[src/hdl/rgbhsl_pkg.sv]
`timescale 1ns / 1ps

package rgbhsl_pkg;

  // Fixed result widths
  localparam int HUE_BITS   = 15;
  localparam int SAT_BITS   = 16;
  localparam int ALPHA_BITS = 8;

  // Hue units per sixth of the color wheel (60 degrees at 1/64 degree)
  localparam int HUE_SEXTANT = 3840;

  // Quotient bits developed by the divider row; one cell per bit
  localparam int QUO_BITS = 17;

  // Fractional bits of the saturation ratio
  localparam int SAT_FRAC = 16;

  // Sextant bits (0..5)
  localparam int SEXT_BITS = 3;

  // Pixel control that travels alongside the division
  typedef struct packed {
    logic                  valid;
    logic                  grey;
    logic [SEXT_BITS-1:0]  sext;
    logic [ALPHA_BITS-1:0] alpha;
  } pix_ctrl_t;

endpackage

[src/hdl/rgbhsl_front.sv]
`timescale 1ns / 1ps

module rgbhsl_front
  import rgbhsl_pkg::*;
#(
  parameter int CHANNEL_BITS = 8
) (
  input  logic                    clk,
  input  logic                    rst,
  input  logic                    start,
  input  logic [CHANNEL_BITS-1:0] red_in,
  input  logic [CHANNEL_BITS-1:0] green_in,
  input  logic [CHANNEL_BITS-1:0] blue_in,
  input  logic [ALPHA_BITS-1:0]   alpha_in,
  output pix_ctrl_t               ctrl,
  output logic [CHANNEL_BITS:0]   sum,
  output logic [CHANNEL_BITS-1:0] hue_rem,
  output logic [QUO_BITS-1:0]     hue_acc,
  output logic [CHANNEL_BITS-1:0] hue_div,
  output logic [CHANNEL_BITS-1:0] sat_rem,
  output logic [QUO_BITS-1:0]     sat_acc,
  output logic [CHANNEL_BITS-1:0] sat_div
);

  localparam int CB = CHANNEL_BITS;
  localparam int DW = CB + QUO_BITS;
  localparam logic [CB:0] FULL = (CB+1)'((1 << CB) - 1);

  logic              red_max;
  logic              green_max;
  logic [CB-1:0]     hi;
  logic [CB-1:0]     lo;
  logic [CB-1:0]     d;
  logic [CB:0]       s;
  logic [CB:0]       x_wide;
  logic [CB-1:0]     x;
  logic [SEXT_BITS-1:0] k;
  logic [CB-1:0]     den;
  logic [DW-1:0]     hue_dvd;
  logic [DW-1:0]     sat_dvd;

  // Pick the largest channel (red wins ties, then green) and the smallest
  always_comb begin
    red_max   = (red_in >= green_in) && (red_in >= blue_in);
    green_max = !red_max && (green_in >= blue_in);
    priority if (red_max) begin
      hi = red_in;
    end else if (green_max) begin
      hi = green_in;
    end else begin
      hi = blue_in;
    end
    lo = red_in;
    if (green_in < lo) begin
      lo = green_in;
    end
    if (blue_in < lo) begin
      lo = blue_in;
    end
    d = hi - lo;
    s = {1'b0, hi} + {1'b0, lo};
  end

  // Fold the signed hue difference into a sextant and a nonnegative fraction
  always_comb begin
    priority if (red_max) begin
      if (green_in >= blue_in) begin
        k      = SEXT_BITS'(0);
        x_wide = {1'b0, green_in} - {1'b0, blue_in};
      end else begin
        k      = SEXT_BITS'(5);
        x_wide = {1'b0, d} + {1'b0, green_in} - {1'b0, blue_in};
      end
    end else if (green_max) begin
      if (blue_in >= red_in) begin
        k      = SEXT_BITS'(2);
        x_wide = {1'b0, blue_in} - {1'b0, red_in};
      end else begin
        k      = SEXT_BITS'(1);
        x_wide = {1'b0, d} + {1'b0, blue_in} - {1'b0, red_in};
      end
    end else begin
      if (red_in >= green_in) begin
        k      = SEXT_BITS'(4);
        x_wide = {1'b0, red_in} - {1'b0, green_in};
      end else begin
        k      = SEXT_BITS'(3);
        x_wide = {1'b0, d} + {1'b0, red_in} - {1'b0, green_in};
      end
    end
    x = x_wide[CB-1:0];
  end

  // Form the saturation divisor and both dividends
  always_comb begin
    if (s >= FULL) begin
      den = CB'((FULL << 1) - s);
    end else begin
      den = s[CB-1:0];
    end
    hue_dvd = DW'(x) * DW'(HUE_SEXTANT);
    sat_dvd = DW'(d) << SAT_FRAC;
  end

  // Register the prepared transaction
  always_ff @(posedge clk) begin
    if (rst) begin
      ctrl.valid <= 1'b0;
    end else begin
      ctrl.valid <= start;
    end
    ctrl.grey  <= (d == '0);
    ctrl.sext  <= k;
    ctrl.alpha <= alpha_in;
    sum        <= s;
    hue_rem    <= hue_dvd[DW-1:QUO_BITS];
    hue_acc    <= hue_dvd[QUO_BITS-1:0];
    hue_div    <= d;
    sat_rem    <= sat_dvd[DW-1:QUO_BITS];
    sat_acc    <= sat_dvd[QUO_BITS-1:0];
    sat_div    <= den;
  end

endmodule

[src/hdl/rgbhsl_cell.sv]
`timescale 1ns / 1ps

module rgbhsl_cell
  import rgbhsl_pkg::*;
#(
  parameter int CHANNEL_BITS = 8
) (
  input  logic                    clk,
  input  logic                    rst,
  input  pix_ctrl_t               ctrl_in,
  input  logic [CHANNEL_BITS:0]   sum_in,
  input  logic [CHANNEL_BITS-1:0] hue_rem_in,
  input  logic [QUO_BITS-1:0]     hue_acc_in,
  input  logic [CHANNEL_BITS-1:0] hue_div_in,
  input  logic [CHANNEL_BITS-1:0] sat_rem_in,
  input  logic [QUO_BITS-1:0]     sat_acc_in,
  input  logic [CHANNEL_BITS-1:0] sat_div_in,
  output pix_ctrl_t               ctrl_out,
  output logic [CHANNEL_BITS:0]   sum_out,
  output logic [CHANNEL_BITS-1:0] hue_rem_out,
  output logic [QUO_BITS-1:0]     hue_acc_out,
  output logic [CHANNEL_BITS-1:0] hue_div_out,
  output logic [CHANNEL_BITS-1:0] sat_rem_out,
  output logic [QUO_BITS-1:0]     sat_acc_out,
  output logic [CHANNEL_BITS-1:0] sat_div_out
);

  localparam int CB = CHANNEL_BITS;

  logic [CB:0]   hue_t;
  logic [CB:0]   hue_diff;
  logic          hue_bit;
  logic [CB-1:0] hue_rem_next;
  logic [CB:0]   sat_t;
  logic [CB:0]   sat_diff;
  logic          sat_bit;
  logic [CB-1:0] sat_rem_next;

  // One restoring division step for hue: shift in a dividend bit, try subtract
  always_comb begin
    hue_t        = {hue_rem_in, hue_acc_in[QUO_BITS-1]};
    hue_diff     = hue_t - {1'b0, hue_div_in};
    hue_bit      = (hue_t >= {1'b0, hue_div_in});
    hue_rem_next = hue_bit ? hue_diff[CB-1:0] : hue_t[CB-1:0];
  end

  // Same step for saturation
  always_comb begin
    sat_t        = {sat_rem_in, sat_acc_in[QUO_BITS-1]};
    sat_diff     = sat_t - {1'b0, sat_div_in};
    sat_bit      = (sat_t >= {1'b0, sat_div_in});
    sat_rem_next = sat_bit ? sat_diff[CB-1:0] : sat_t[CB-1:0];
  end

  // Advance the transaction to the next cell
  always_ff @(posedge clk) begin
    if (rst) begin
      ctrl_out.valid <= 1'b0;
    end else begin
      ctrl_out.valid <= ctrl_in.valid;
    end
    ctrl_out.grey  <= ctrl_in.grey;
    ctrl_out.sext  <= ctrl_in.sext;
    ctrl_out.alpha <= ctrl_in.alpha;
    sum_out        <= sum_in;
    hue_rem_out    <= hue_rem_next;
    hue_acc_out    <= {hue_acc_in[QUO_BITS-2:0], hue_bit};
    hue_div_out    <= hue_div_in;
    sat_rem_out    <= sat_rem_next;
    sat_acc_out    <= {sat_acc_in[QUO_BITS-2:0], sat_bit};
    sat_div_out    <= sat_div_in;
  end

endmodule

[src/hdl/rgb_to_hsl_converter.sv]
`timescale 1ns / 1ps
// RGB to HSL converter.
// Input: pulse start with a pixel on red_in, green_in, blue_in, alpha_in.
// A transaction is taken at every clock edge where start is high and busy
// is low; busy is always low, so a new pixel may enter every cycle.
// Output: done is high for exactly one cycle with hue (1/64 degree),
// saturation (Q0.16, full given as 65535), lightness_sum (max plus min
// channel), alpha_out and is_grey. The receiver cannot stall; results must
// be taken in the cycle they appear.
// Path: channel sorting in the front register, 17 cells of the division
// row, then the final assembly register that drives done.
// Throughput: one pixel per clock; each cell of the row develops one
// quotient bit of both the hue and the saturation division.
// Reset (rst, synchronous) drops every transaction in flight; no result
// appears for pixels accepted before reset.
// Grey pixels give hue 0 and saturation 0 with is_grey set.

module rgb_to_hsl_converter
  import rgbhsl_pkg::*;
#(
  parameter int CHANNEL_BITS = 8
) (
  input  logic                    clk,
  input  logic                    rst,
  input  logic                    start,
  output logic                    busy,
  input  logic [CHANNEL_BITS-1:0] red_in,
  input  logic [CHANNEL_BITS-1:0] green_in,
  input  logic [CHANNEL_BITS-1:0] blue_in,
  input  logic [ALPHA_BITS-1:0]   alpha_in,
  output logic                    done,
  output logic [HUE_BITS-1:0]     hue,
  output logic [SAT_BITS-1:0]     saturation,
  output logic [CHANNEL_BITS:0]   lightness_sum,
  output logic [ALPHA_BITS-1:0]   alpha_out,
  output logic                    is_grey
);

  localparam int CB      = CHANNEL_BITS;
  localparam int LATENCY = QUO_BITS + 2;

  pix_ctrl_t     ctrl    [0:QUO_BITS];
  logic [CB:0]   sum     [0:QUO_BITS];
  logic [CB-1:0] hue_rem [0:QUO_BITS];
  logic [QUO_BITS-1:0] hue_acc [0:QUO_BITS];
  logic [CB-1:0] hue_div [0:QUO_BITS];
  logic [CB-1:0] sat_rem [0:QUO_BITS];
  logic [QUO_BITS-1:0] sat_acc [0:QUO_BITS];
  logic [CB-1:0] sat_div [0:QUO_BITS];

  pix_ctrl_t           last;
  logic [QUO_BITS-1:0] hue_q;
  logic [QUO_BITS-1:0] sat_q;
  logic [HUE_BITS-1:0] hue_next;
  logic [SAT_BITS-1:0] saturation_next;

  // Accept a pixel every cycle
  assign busy = 1'b0;

  // Sort channels and prepare both divisions
  rgbhsl_front #(
    .CHANNEL_BITS(CHANNEL_BITS)
  ) u_front (
    .clk      (clk),
    .rst      (rst),
    .start    (start),
    .red_in   (red_in),
    .green_in (green_in),
    .blue_in  (blue_in),
    .alpha_in (alpha_in),
    .ctrl     (ctrl[0]),
    .sum      (sum[0]),
    .hue_rem  (hue_rem[0]),
    .hue_acc  (hue_acc[0]),
    .hue_div  (hue_div[0]),
    .sat_rem  (sat_rem[0]),
    .sat_acc  (sat_acc[0]),
    .sat_div  (sat_div[0])
  );

  // Row of division cells, one quotient bit each
  for (genvar i = 0; i < QUO_BITS; i++) begin : g_cell
    rgbhsl_cell #(
      .CHANNEL_BITS(CHANNEL_BITS)
    ) u_cell (
      .clk         (clk),
      .rst         (rst),
      .ctrl_in     (ctrl[i]),
      .sum_in      (sum[i]),
      .hue_rem_in  (hue_rem[i]),
      .hue_acc_in  (hue_acc[i]),
      .hue_div_in  (hue_div[i]),
      .sat_rem_in  (sat_rem[i]),
      .sat_acc_in  (sat_acc[i]),
      .sat_div_in  (sat_div[i]),
      .ctrl_out    (ctrl[i+1]),
      .sum_out     (sum[i+1]),
      .hue_rem_out (hue_rem[i+1]),
      .hue_acc_out (hue_acc[i+1]),
      .hue_div_out (hue_div[i+1]),
      .sat_rem_out (sat_rem[i+1]),
      .sat_acc_out (sat_acc[i+1]),
      .sat_div_out (sat_div[i+1])
    );
  end

  // Assemble hue from sextant and fraction; clamp saturation; zero grey
  always_comb begin
    last  = ctrl[QUO_BITS];
    hue_q = hue_acc[QUO_BITS];
    sat_q = sat_acc[QUO_BITS];
    if (last.grey) begin
      hue_next        = '0;
      saturation_next = '0;
    end else begin
      hue_next = HUE_BITS'(last.sext) * HUE_BITS'(HUE_SEXTANT)
               + hue_q[HUE_BITS-1:0];
      saturation_next = sat_q[QUO_BITS-1] ? {SAT_BITS{1'b1}} : sat_q[SAT_BITS-1:0];
    end
  end

  // Register the result
  always_ff @(posedge clk) begin
    if (rst) begin
      done <= 1'b0;
    end else begin
      done <= last.valid;
    end
    hue           <= hue_next;
    saturation    <= saturation_next;
    lightness_sum <= sum[QUO_BITS];
    alpha_out     <= last.alpha;
    is_grey       <= last.grey;
  end

  // Every accepted pixel yields a result
  a_latency: assert property (@(posedge clk) disable iff (rst)
    (start && !busy) |-> ##LATENCY done)
    else $error("accepted pixel produced no result");

  // Grey results carry zero hue and saturation
  a_grey_zero: assert property (@(posedge clk) disable iff (rst)
    (done && is_grey) |-> (hue == '0 && saturation == '0))
    else $error("grey pixel with nonzero hue or saturation");

  // Colored results stay on the wheel and have nonzero saturation
  a_color_range: assert property (@(posedge clk) disable iff (rst)
    (done && !is_grey) |-> (hue < HUE_BITS'(6 * HUE_SEXTANT) && saturation != '0))
    else $error("colored pixel result out of range");

  // No result appears without a pixel accepted at the matching time
  a_no_spurious: assert property (@(posedge clk) disable iff (rst)
    $rose(done) |-> $past(start, LATENCY))
    else $error("result without accepted pixel");

endmodule
[config.mk]
export PLATFORM = sky130hd
export DESIGN_NAME = rgb_to_hsl_converter
export DESIGN_NICKNAME = d
export VERILOG_FILES = /design/src/hdl/rgbhsl_pkg.sv /design/src/hdl/rgbhsl_front.sv /design/src/hdl/rgbhsl_cell.sv /design/src/hdl/rgb_to_hsl_converter.sv
export SDC_FILE = /design/constraint.sdc
export NUM_CORES = 2
export LEC_CHECK = 0
export BUFFER_PORTS_ARGS = -buffer_cell sky130_fd_sc_hd__buf_4
export CAP_MARGIN = 0
export CORE_ASPECT_RATIO = 1.4
export CORE_MARGIN = 1
export CORE_UTILIZATION = 35
export DETAILED_ROUTE_END_ITERATION = 8
export PLACE_DENSITY = 0.49
export SYNTH_ARGS = -nofsm -noshare
export SYNTH_HDL_FRONTEND = slang
export SYNTH_SLANG_ARGS = --single-unit
[constraint.sdc]
create_clock -name clk -period 13.9 [get_ports clk]
set_input_delay 2.085 -clock clk [delete_from_list [all_inputs] [get_ports clk]]
set_output_delay 2.085 -clock clk [all_outputs]
set_load 0.01 [all_outputs]
==> flow_summary.json <==
{
  "status": "finished, final reports clean",
  "route.detailed.drc": 0,
  "dr.pass1.iters": 7,
  "rsz0062_at_grt": "no",
  "start_util_pct": 35.3,
  "fillers": 12000,
  "cp_num_buf_inv": 3,
  "synth_compound_area_share_pct": 9.61,
  "finalHoldViolCount": 0,
  "worst_ep_arrival_time_ps": 11480,
  "place_congestion": 0.838,
  "start_kind": "input pin",
  "grt_use_total_pct": 12.5,
  "clock-sinks": 1261,
  "clkTransAtPathRegs_ps": 60,
  "wl_per_cell_um": 13.4,
  "cp_common_cell": "ha_1",
  "timing.rr.end": "g_cell[7].u_cell.hue_rem_out[6]",
  "numCtsBuffers": 119,
  "synth_edf_count": 0,
  "cts_tree": "done",
  "synth_top_area_share_pct": 57.7,
  "drtIter0Drc": 631,
  "die_h_um": 420,
  "grt_pass1_vias": 26400,
  "maxCapViolCount": 0,
  "period_share_pct": 77.9,
  "coreArea_mm2": 0.124,
  "fmax_mhz": 92.3,
  "synthesis.area_mm2": 0.0437,
  "seq_area_frac_synth_pct": 57.7,
  "crit_fanout": 14,
  "clock_tree.buffer_depth": 3,
  "ff2ff_path_depth": 10,
  "antenna_cells": 0,
  "antenna_found_initial": 0,
  "worstSetupPathType": "in -> reg",
  "worstSkewPairLatency_ps": 750,
  "via_per_inst": 4.38,
  "synth-adder-area-share_pct": 13.8,
  "clock_skew_ps": 48.6,
  "synth-simple-area-share_pct": 8.36,
  "num_io_pins": 86,
  "hp-class": "reg -> reg",
  "path_delay_family": "adder cells",
  "yosys.area.top_type": "dfxtp_1",
  "grt-ovfl-total": 0,
  "cp-startpoint": "red_in[0]",
  "timing.slew.headroom_pct": 18.5,
  "reg2reg_from": "g_cell[6].u_cell.hue_div_out[1]",
  "post_cts_buffers": 0,
  "async_flop_share_pct": 0,
  "synth_top_family_by_area": "adder cells",
  "multi_input_area_mm2": 0.0166,
  "tightest_slew_ps": 1220,
  "ys_types": 61,
  "routed_wl_mm": 78.0,
  "place.port_buffers": 84,
  "synth_commonest_cells": "dfxtp_1 (1,261), inv_1 (434), ha_1 (368)",
  "worst-path-stages": 43,
  "grt_pass1_wl_mm": 126,
  "finalMaxSlewViolations": 0,
  "synth-main-ff-cell": "dfxtp_1",
  "setup_violations": 0,
  "synth_area_per_cell_um2": 11.1,
  "dpl.hpwl_mm": 59.7,
  "synth.most_common_cell": "dfxtp_1",
  "syn_inst": 3946,
  "tns_ps": 0,
  "nets": 4585,
  "regArea_mm2": 0.0252,
  "synth_xor_area_share_pct": 4.60,
  "rows": 153,
  "die_area_mm2": 0.126,
  "end_kind": "flop",
  "synthesis.nets": 4421,
  "cts_root_buf": "clkbuf_16",
  "max_stage_delay_ps": 580,
  "layout-drive-gt1-share_pct": 8.41,
  "vias": 25600,
  "antenna_left": 0,
  "post-route-min-period_ps": 10830,
  "synth_area_leaders": "dfxtp_1 (58%), ha_1 (11%), inv_1 (3.7%)",
  "crit_end": "u_front.hue_rem[2]",
  "yosysWarnings": 0,
  "crit_slowest_cell": "xnor2_1",
  "synth.area.mux_share_pct": 1.61,
  "area_delta_synth_final_pct": 15.6,
  "cts-resized-gates": 0,
  "grt_max_degree": 35,
  "dieWidth_um": 301,
  "cts_hold_buffers": 0,
  "required_ps": 14550,
  "cts.htree.levels": 3,
  "regToRegSetupSlack_ps": 10780,
  "yosys_register_bits": 1261
}
stage by stage:
step	hold WS [ps]	worst slack [ps]	util [%]	area (µm²)	std cells
final	300	3070	40.7	50500	5837
after global routing	307	2540	40.7	50500	5837
after CTS	295	3160	40.7	50500	5837
after detailed placement	312	2360	37.3	46200	5616
after global placement	310	2350	37.3	46200	5616
after floorplan	310	3620	-	43700	3946
layer usage:
layer	vias to the layer above	wire, µm	part of all wire (%)	track usage (%)
met5	-	0	0	0
li1	13300	-	-	-
met4	0	3410	4.4	6.86
met3	180	2400	3.1	2.03
met2	320	45600	59	26.6
met1	11800	26500	34	10.5
flip-flops by register name (all words and copies together), names as in the netlist, 13 cells and up:
register                   flops
g_cell.u_cell.ctrl_out       221
g_cell.u_cell.hue_acc_out    156
g_cell.u_cell.sat_acc_out    153
g_cell.u_cell.sum_out        153
g_cell.u_cell.hue_rem_out    128
g_cell.u_cell.sat_rem_out    128
g_cell.u_cell.hue_div_out    112
g_cell.u_cell.sat_div_out    112
saturation                    16
hue                           15
u_front.ctrl                  13
layout make-up:
type / count / share of cell area [%]
Sequential cell: 1261 / 49.9
Multi-Input combinational cell: 2199 / 32.9
Clock buffer: 158 / 6.60
Tap cell: 1627 / 4.03
Inverter: 435 / 3.23
Clock inverter: 63 / 1.92
Timing Repair Buffer: 94 / 1.40
cells in the final DEF (no fill, tap or decap), types with 72 or more instances in the layout:
cell	instances
a21oi_1	248
xnor2_1	177
nor2b_1	103
clkbuf_16	119
nand2b_1	74
buf_4	94
nor2_1	341
dfxtp_1	1261
nand2_1	102
o21ai_0	182
inv_1	434
fa_1	72
ha_1	368
worst min path at each step:
stage | startpoint | end | slack (ps) | cells after the start
4_1_cts | g_cell[15].u_cell.sum_out[2] | g_cell[16].u_cell.sum_out[2] | 290 | 0
3_5_place_dp | g_cell[9].u_cell.ctrl_out[0] | g_cell[10].u_cell.ctrl_out[0] | 310 | 0
3_3_place_gp | u_front.ctrl[7] | g_cell[0].u_cell.ctrl_out[7] | 310 | 0
2_1_floorplan | g_cell[16].u_cell.ctrl_out[0] | alpha_out[0] | 310 | 0
6_report | g_cell[15].u_cell.sum_out[2] | g_cell[16].u_cell.sum_out[2] | 300 | 0
5_1_grt | g_cell[15].u_cell.sum_out[2] | g_cell[16].u_cell.sum_out[2] | 310 | 0
worst register-to-register path, cell delays in order (launching register included):
cell and delay (ps):
dfxtp_1 390, inv_1 70, ha_1 290, nor2b_1 110
o21ai_0 100, a21boi_0 230, o21ai_0 150, a21boi_0 190
o21ai_0 120, a2bb2oi_1 970, mux2_2 420
cells by family after synthesis:
kind of cell    Yosys count
fa+ha+maj               440
flops                  1261
xor+xnor                229
simple gates            772
other cells               1
mux                      64
buf+inv                 486
compound gates          693
Power is not shown: default switching activity piles up to over one toggle a cycle in this logic, so the estimate is an artifact.
